$ cat src/b64e_pkg.sv
// b64e_pkg: shared types, constants and the sextet-to-ascii function
// for the base64 stream encoder; no dependencies
`timescale 1ns / 1ps
`default_nettype none

package b64e_pkg;

  // queue between front and back, in jobs
  localparam int unsigned B64E_QUEUE_DEPTH = 2;

  localparam int unsigned CHAR_W   = 7;
  localparam int unsigned SEXTET_W = 6;
  localparam int unsigned MAX_CHARS = 4;
  localparam int unsigned IDX_W    = 2;

  localparam logic [CHAR_W-1:0] PAD_CHAR = 7'd61;

  // position within a three-byte group
  typedef enum logic [1:0] {
    PH_FIRST  = 2'd0,
    PH_SECOND = 2'd1,
    PH_THIRD  = 2'd2
  } phase_t;

  // one classified input byte: up to four characters for the back end
  typedef struct packed {
    logic [MAX_CHARS-1:0][CHAR_W-1:0] chars;
    logic [IDX_W-1:0]                 last_idx;
    logic                             fin;
  } job_t;

  // standard alphabet: A-Z, a-z, 0-9, '+', '/'
  function automatic logic [CHAR_W-1:0] sextet_char(input logic [SEXTET_W-1:0] v);
    logic [CHAR_W-1:0] v7;
    logic [CHAR_W-1:0] res;
    v7 = {1'b0, v};
    if (v < 6'd26) begin
      res = v7 + 7'd65;
    end else if (v < 6'd52) begin
      res = v7 + 7'd71;
    end else if (v < 6'd62) begin
      res = v7 - 7'd4;
    end else if (v == 6'd62) begin
      res = 7'd43;
    end else begin
      res = 7'd47;
    end
    return res;
  endfunction

endpackage

`default_nettype wire

$ cat src/b64e_front.sv
// b64e_front: accepts raw bytes, tracks group phase and carry bits,
// and builds one character job per byte; depends on b64e_pkg
`timescale 1ns / 1ps
`default_nettype none

module b64e_front (
  input  wire logic          clk,
  input  wire logic          rst_n,
  input  wire logic [7:0]    in_data_byte,
  input  wire logic          in_final_byte,
  input  wire logic          take,
  output b64e_pkg::job_t     job
);
  import b64e_pkg::*;

  phase_t     phase_r, phase_nxt;
  logic [3:0] carry_r, carry_nxt;

  // character job and next group state for the incoming byte
  always_comb begin
    job       = '0;
    phase_nxt = phase_r;
    carry_nxt = carry_r;
    job.fin   = in_final_byte;
    unique case (phase_r)
      PH_SECOND: begin
        job.chars[0] = sextet_char({carry_r[1:0], in_data_byte[7:4]});
        job.chars[1] = sextet_char({in_data_byte[3:0], 2'b00});
        job.chars[2] = PAD_CHAR;
        job.last_idx = in_final_byte ? 2'd2 : 2'd0;
        phase_nxt    = PH_THIRD;
        carry_nxt    = in_data_byte[3:0];
      end
      PH_THIRD: begin
        job.chars[0] = sextet_char({carry_r, in_data_byte[7:6]});
        job.chars[1] = sextet_char(in_data_byte[5:0]);
        job.last_idx = 2'd1;
        phase_nxt    = PH_FIRST;
        carry_nxt    = 4'd0;
      end
      default: begin
        job.chars[0] = sextet_char(in_data_byte[7:2]);
        job.chars[1] = sextet_char({in_data_byte[1:0], 4'b0000});
        job.chars[2] = PAD_CHAR;
        job.chars[3] = PAD_CHAR;
        job.last_idx = in_final_byte ? 2'd3 : 2'd0;
        phase_nxt    = PH_SECOND;
        carry_nxt    = {2'b00, in_data_byte[1:0]};
      end
    endcase
    // end of message restarts the group
    if (in_final_byte) begin
      phase_nxt = PH_FIRST;
      carry_nxt = 4'd0;
    end
  end

  // group state
  always_ff @(posedge clk) begin
    if (!rst_n) begin
      phase_r <= PH_FIRST;
      carry_r <= 4'd0;
    end else if (take) begin
      phase_r <= phase_nxt;
      carry_r <= carry_nxt;
    end
  end

endmodule

`default_nettype wire

$ cat src/b64e_queue.sv
// b64e_queue: short job fifo between front and back end
// depends on b64e_pkg
`timescale 1ns / 1ps
`default_nettype none

module b64e_queue #(
  parameter int unsigned DEPTH = b64e_pkg::B64E_QUEUE_DEPTH
) (
  input  wire logic          clk,
  input  wire logic          rst_n,
  input  wire logic          push,
  input  wire b64e_pkg::job_t push_job,
  input  wire logic          pop,
  output logic               full,
  output logic               head_valid,
  output b64e_pkg::job_t     head_job
);
  import b64e_pkg::*;

  localparam int unsigned PTR_W = (DEPTH > 1) ? $clog2(DEPTH) : 1;
  localparam int unsigned CNT_W = $clog2(DEPTH + 1);
  localparam logic [PTR_W-1:0] LAST_PTR = PTR_W'(DEPTH - 1);
  localparam logic [CNT_W-1:0] FULL_CNT = CNT_W'(DEPTH);

  job_t             mem_r [DEPTH];
  logic [PTR_W-1:0] wr_ptr_r, wr_ptr_nxt;
  logic [PTR_W-1:0] rd_ptr_r, rd_ptr_nxt;
  logic [CNT_W-1:0] cnt_r, cnt_nxt;

  assign full       = (cnt_r == FULL_CNT);
  assign head_valid = (cnt_r != '0);
  assign head_job   = mem_r[rd_ptr_r];

  // pointer and count update
  always_comb begin
    wr_ptr_nxt = wr_ptr_r;
    rd_ptr_nxt = rd_ptr_r;
    cnt_nxt    = cnt_r;
    if (push) begin
      wr_ptr_nxt = (wr_ptr_r == LAST_PTR) ? '0 : wr_ptr_r + 1'b1;
    end
    if (pop) begin
      rd_ptr_nxt = (rd_ptr_r == LAST_PTR) ? '0 : rd_ptr_r + 1'b1;
    end
    if (push && !pop) begin
      cnt_nxt = cnt_r + 1'b1;
    end else if (pop && !push) begin
      cnt_nxt = cnt_r - 1'b1;
    end
  end

  always_ff @(posedge clk) begin
    if (!rst_n) begin
      wr_ptr_r <= '0;
      rd_ptr_r <= '0;
      cnt_r    <= '0;
    end else begin
      wr_ptr_r <= wr_ptr_nxt;
      rd_ptr_r <= rd_ptr_nxt;
      cnt_r    <= cnt_nxt;
    end
  end

  // job storage
  always_ff @(posedge clk) begin
    if (push) begin
      mem_r[wr_ptr_r] <= push_job;
    end
  end

endmodule

`default_nettype wire

$ cat src/b64e_back.sv
// b64e_back: walks the head job into the output register one character per
// cycle while out_stall is low; depends on b64e_pkg
`timescale 1ns / 1ps
`default_nettype none

module b64e_back (
  input  wire logic                            clk,
  input  wire logic                            rst_n,
  input  wire logic                            head_valid,
  input  wire b64e_pkg::job_t                  head_job,
  output logic                                 pop,
  output logic                                 out_valid,
  input  wire logic                            out_stall,
  output logic [b64e_pkg::CHAR_W-1:0]          out_char,
  output logic                                 out_run_last,
  output logic                                 out_text_end
);
  import b64e_pkg::*;

  logic [IDX_W-1:0]  idx_r, idx_nxt;
  logic              valid_r, valid_nxt;
  logic [CHAR_W-1:0] char_r;
  logic              run_last_r, text_end_r;
  logic              load;
  logic              at_last;

  // output register is free when empty or being taken
  assign load    = head_valid && (!valid_r || !out_stall);
  assign at_last = (idx_r == head_job.last_idx);
  assign pop     = load && at_last;

  always_comb begin
    idx_nxt   = idx_r;
    valid_nxt = valid_r && out_stall;
    if (load) begin
      valid_nxt = 1'b1;
      idx_nxt   = at_last ? '0 : idx_r + 1'b1;
    end
  end

  // control
  always_ff @(posedge clk) begin
    if (!rst_n) begin
      idx_r   <= '0;
      valid_r <= 1'b0;
    end else begin
      idx_r   <= idx_nxt;
      valid_r <= valid_nxt;
    end
  end

  // payload
  always_ff @(posedge clk) begin
    if (load) begin
      char_r     <= head_job.chars[idx_r];
      run_last_r <= at_last;
      text_end_r <= at_last && head_job.fin;
    end
  end

  assign out_valid    = valid_r;
  assign out_char     = char_r;
  assign out_run_last = run_last_r;
  assign out_text_end = text_end_r;

endmodule

`default_nettype wire

$ cat src/base64_stream_encoder.sv
// base64_stream_encoder: top level, front classifier, job queue, back emitter
// depends on b64e_pkg, b64e_front, b64e_queue, b64e_back
//
//   channel | ports                                        | role
//   input   | in_valid, in_stall, in_data_byte, in_final_byte | raw bytes in
//   output  | out_valid, out_stall, out_char, out_run_last, out_text_end | ascii out
//
// one byte is accepted per cycle while the job queue has room; the back end
// sends one character per cycle while the output is not stalled, and a byte yields one
// to four characters (four characters per three bytes on long messages).
// synchronous active-low reset clears the group phase, queue and output valid.
// stalls on the output fill the queue, and in_stall rises only when it is full.
`timescale 1ns / 1ps
`default_nettype none

module base64_stream_encoder #(
  parameter int unsigned QUEUE_DEPTH = b64e_pkg::B64E_QUEUE_DEPTH
) (
  input  wire logic                            clk,
  input  wire logic                            rst_n,
  input  wire logic                            in_valid,
  output logic                                 in_stall,
  input  wire logic [7:0]                      in_data_byte,
  input  wire logic                            in_final_byte,
  output logic                                 out_valid,
  input  wire logic                            out_stall,
  output logic [b64e_pkg::CHAR_W-1:0]          out_char,
  output logic                                 out_run_last,
  output logic                                 out_text_end
);
  import b64e_pkg::*;

  logic take;
  logic full;
  logic pop;
  logic head_valid;
  job_t new_job;
  job_t head_job;

  assign in_stall = full;
  assign take     = in_valid && !full;

  // front: classify the byte into a character job
  b64e_front u_front (
    .clk           (clk),
    .rst_n         (rst_n),
    .in_data_byte  (in_data_byte),
    .in_final_byte (in_final_byte),
    .take          (take),
    .job           (new_job)
  );

  // queue between front and back
  b64e_queue #(
    .DEPTH (QUEUE_DEPTH)
  ) u_queue (
    .clk        (clk),
    .rst_n      (rst_n),
    .push       (take),
    .push_job   (new_job),
    .pop        (pop),
    .full       (full),
    .head_valid (head_valid),
    .head_job   (head_job)
  );

  // back: emit characters
  b64e_back u_back (
    .clk          (clk),
    .rst_n        (rst_n),
    .head_valid   (head_valid),
    .head_job     (head_job),
    .pop          (pop),
    .out_valid    (out_valid),
    .out_stall    (out_stall),
    .out_char     (out_char),
    .out_run_last (out_run_last),
    .out_text_end (out_text_end)
  );

endmodule

`default_nettype wire

$ cat config.mk
export PLATFORM = sky130hd
export DESIGN_NAME = base64_stream_encoder
export DESIGN_NICKNAME = d
export VERILOG_FILES = /design/src/b64e_pkg.sv /design/src/b64e_front.sv /design/src/b64e_queue.sv /design/src/b64e_back.sv /design/src/base64_stream_encoder.sv
export SDC_FILE = /design/constraint.sdc
export NUM_CORES = 1
export LEC_CHECK = 0
export BUFFER_PORTS_ARGS = -buffer_cell sky130_fd_sc_hd__buf_2
export CORE_ASPECT_RATIO = 1.75
export CORE_MARGIN = 2
export CORE_UTILIZATION = 40
export DETAILED_ROUTE_END_ITERATION = 16
export SETUP_SLACK_MARGIN = 0.3
export SLEW_MARGIN = 30
export SYNTH_ARGS = -nofsm -noshare
export SYNTH_HDL_FRONTEND = slang
export SYNTH_SLANG_ARGS = --single-unit
$ cat constraint.sdc
create_clock -name clk -period 2.5 [get_ports clk]
set_input_delay 0.125 -clock clk [delete_from_list [all_inputs] [get_ports clk]]
set_output_delay 0.125 -clock clk [all_outputs]
set_load 0.05 [all_outputs]
==> summary.md <==
| Metric | Value |
|---|---|
| TritonCTS clock tree | `built` |
| RSZ-0062 raised after global routing | `false` |
| EDFF count, synth | `47` |
| DRC violations left | `0` |
| Warnings from Yosys | `0` |
| Number of DRC markers in iteration 0 | `233` |
| Layout cell share with drive strength beyond 1 | `0.170` |
| Finished Layout Cells | `619` |
| Status | `complete, no violations` |
| Final WL | `11.4 mm` |
| Vias in the first global route | `3609` |
| DRT Pass-1 Iters | `4` |
| Fill cells | `1012` |
| Hold Violations, Final | `0` |
| Final WS setup | `0.368 ns` |
| DP HPWL | `8.95 mm` |
| Pre-CTS setup slack | `0.150 ns` |
| Cells after Synth | `443` |
| CORE AREA | `10600 um2` |
| Total CTS buffers | `9` |
| Seq cells post-synth | `61` |
| Port buffer count | `23` |
| Crit Path Max Fanout | `8` |
| Die Ht | `142 um` |
| Largest stage delay on the critical path | `0.36 ns` |
| Setup TNS | `0 ns` |
| Die width | `82.7 um` |
| Leak pwr | `1.94 nW` |
| Largest net degree at the start of global routing | `21` |
| Max Clk Rate | `0.469 GHz` |
| Clk_lat worst skew | `0.32 ns` |
| Via count | `3614` |
| Syn nets | `483` |
| Crit path DAT | `2.20 ns` |
| Final setup fails | `0` |
| Avg WL per Cell | `18.4 um` |
| Post-route ant nets | `0` |
| Antenna cell count | `0` |
| Worst-margin pin slew | `0.503 ns` |
| Tmin final | `2.13 ns` |
| Max-Cap Viols | `0` |
| Syn Std Cell Area | `4340 um2` |
| First-pass GRT wire length | `18.2 mm` |
| Post-Place Cells | `603` |
| Critical Path Most Common Cell | `a221o_1` |
| Worst-path cell chain | `buf_4, ha_1, a21o_1, a21oi_4, nor3_1, a221o_1, a221o_1` |
| Critical path required time | `2.56 ns` |
| Row cnt | `50` |
| Ys flop type | `edfxtp_1` |
| Clock transition at path regs | `0.05 ns` |
| Netlist cell types | `62` |
| Avg Inst Size Synth | `9.80 um2` |
| Post-CTS Repair Setup Buffers | `0` |
| Ys async rst share | `0` |
| Pwr dens | `830 nW/um2` |
| I/O pin cnt | `24` |
| Antenna violations before repair | `0` |
| CP Class | `flop to flop` |
| Total track usage | `0.208` |
| Commonest non-fill, non-tap cell in the layout | `edfxtp_1` |
| Die ar. | `11700 um2` |
| HP Class | `primary input to flop` |
| CP Capture Type | `flop` |
| Peak VDD IR | `0.738 mV` |
| Pins Over Slew Limit | `0` |
| NumNets Final | `524` |
| H-tree Lvls | `3` |
| Worst setup SP type | `flop` |
| Sequential share of the synthesized area | `0.390` |
| Clock Tree Buf Depth | `2` |
| Most frequent cells in the layout | `edfxtp_1, nand2_1, buf_4` |
| Gp weighted congestion | `0.929` |
| Initial core utilization | `0.408` |
| Area grow syn2layout | `16.7%` |
| Clock skew | `0.00644 ns` |
| Rel. slew slack | `0.661` |
| Final period utilization | `0.853` |
| Total grt overflow | `0` |
| Slowest library cell on the worst path | `dfxtp_2` |
| Root buf cell | `clkbuf_16` |
| TritonCTS Sinks | `61` |
| Number of vias per cell | `5.84` |
-- cells by family after synthesis --
| group | after synthesis | synth area share |
|---|---|---|
| buffers and inverters | 56 | 0.0545 |
| XOR/XNOR | 22 | 0.0444 |
| flip-flops | 61 | 0.390 |
| adder cells (fa/ha/maj) | 27 | 0.0778 |
| multiplexers | 23 | 0.0833 |
| AND/OR/NAND/NOR | 126 | 0.147 |
| AO/OA/AOI/OAI | 128 | 0.203 |
-- registers in the layout, summed over array words and instances (netlist names), named ones only --
signal and count:
u_back.out_valid 1, u_back.out_char 7, u_queue.wr_ptr_r 1, u_queue.mem_r 38, u_queue.cnt_r 2, u_back.out_text_end 1, u_back.out_run_last 1, u_front.carry_r 4
u_front.phase_r 2, u_back.idx_r 2, u_queue.rd_ptr_r 1
-- metal layers --
layer | vias to the layer above | routed length [um] | global-route usage
li1 | 1741 | - | -
met5 | - | 0 | 0
met3 | 35 | 359 | 0.0305
met4 | 0 | 604 | 0.136
met1 | 1743 | 3990 | 0.204
met2 | 95 | 6420 | 0.383
-- repair_timing --
action                     4_1_cts  5_1_grt
setup endpoints to repair        8       10
pin swaps                        0        1
resized for setup                4        2
hold buffers                     0        0
-- power breakdown --
part / leakage, nW / internal [mW] / switching [mW]
Sequential: 0.544 / 1.41 / 0.0893
Clock: 0.133 / 0.751 / 0.396
Combinational: 1.27 / 0.559 / 0.998
-- stage by stage --
step	hold WS (ns)	utilization	area (um2)	total power, mW
detailed placement	0.418	0.448	4770	3.09
global route	0.0960	0.476	5070	4.45
global placement	0.407	0.448	4770	3.05
floorplan	0.224	-	4360	2.66
finish	0.0771	0.476	5070	4.21
CTS	0.0717	0.475	5060	4.25
-- cells in the mapped netlist, types with 6 or more instances --
library cell / number / share of area
nor2_1: 16 / 0.014
nand2_1: 39 / 0.034
nand3_1: 10 / 0.012
mux2i_1: 14 / 0.032
a21oi_1: 29 / 0.033
inv_1: 27 / 0.023
a22oi_1: 6 / 0.010
a31oi_1: 6 / 0.0086
o311ai_0: 6 / 0.012
buf_2: 9 / 0.010
mux4_1: 8 / 0.048
o211ai_1: 11 / 0.019
edfxtp_1: 47 / 0.33
o21ai_0: 22 / 0.025
ha_1: 27 / 0.078
xnor2_1: 19 / 0.038
dfxtp_1: 14 / 0.065
or3_1: 6 / 0.0086
nand2b_1: 8 / 0.012
nor3_1: 9 / 0.010
nor2b_1: 19 / 0.027
clkbuf_1: 12 / 0.010
-- path summary, 6_finish.rpt --
path	from	end	slack (ns)	depth (start not counted)
min reg2reg	u_back.out_valid	u_back.out_valid	0.49	2
max reg2reg	u_front.carry_r[1]	u_queue.mem_r[0][4]	0.37	7
max	u_front.carry_r[1]	u_queue.mem_r[0][4]	0.37	7
min	out_stall	u_back.out_valid	0.08	3
-- area by class of cell --
| type | instances | area [um2] | share of cell area |
|---|---|---|---|
| clock buffer | 9 | 225 | 0.0445 |
| clock inverter | 7 | 56.3 | 0.0111 |
| inverter | 29 | 109 | 0.0215 |
| multi-input combinational | 326 | 2450 | 0.484 |
| sequential | 61 | 1690 | 0.334 |
| tap | 130 | 163 | 0.0321 |
| timing repair buffer | 57 | 370 | 0.0731 |
-- worst max-delay path: cells and delay by family, from the launching register on --
family	cells	cell delay, ns
buffers and inverters	1	0.16
adder cells (fa/ha/maj)	1	0.21
AND/OR/NAND/NOR	1	0.07
AO/OA/AOI/OAI	4	1.06
flip-flops	1	0.36
(Power assumes the default switching activity.)
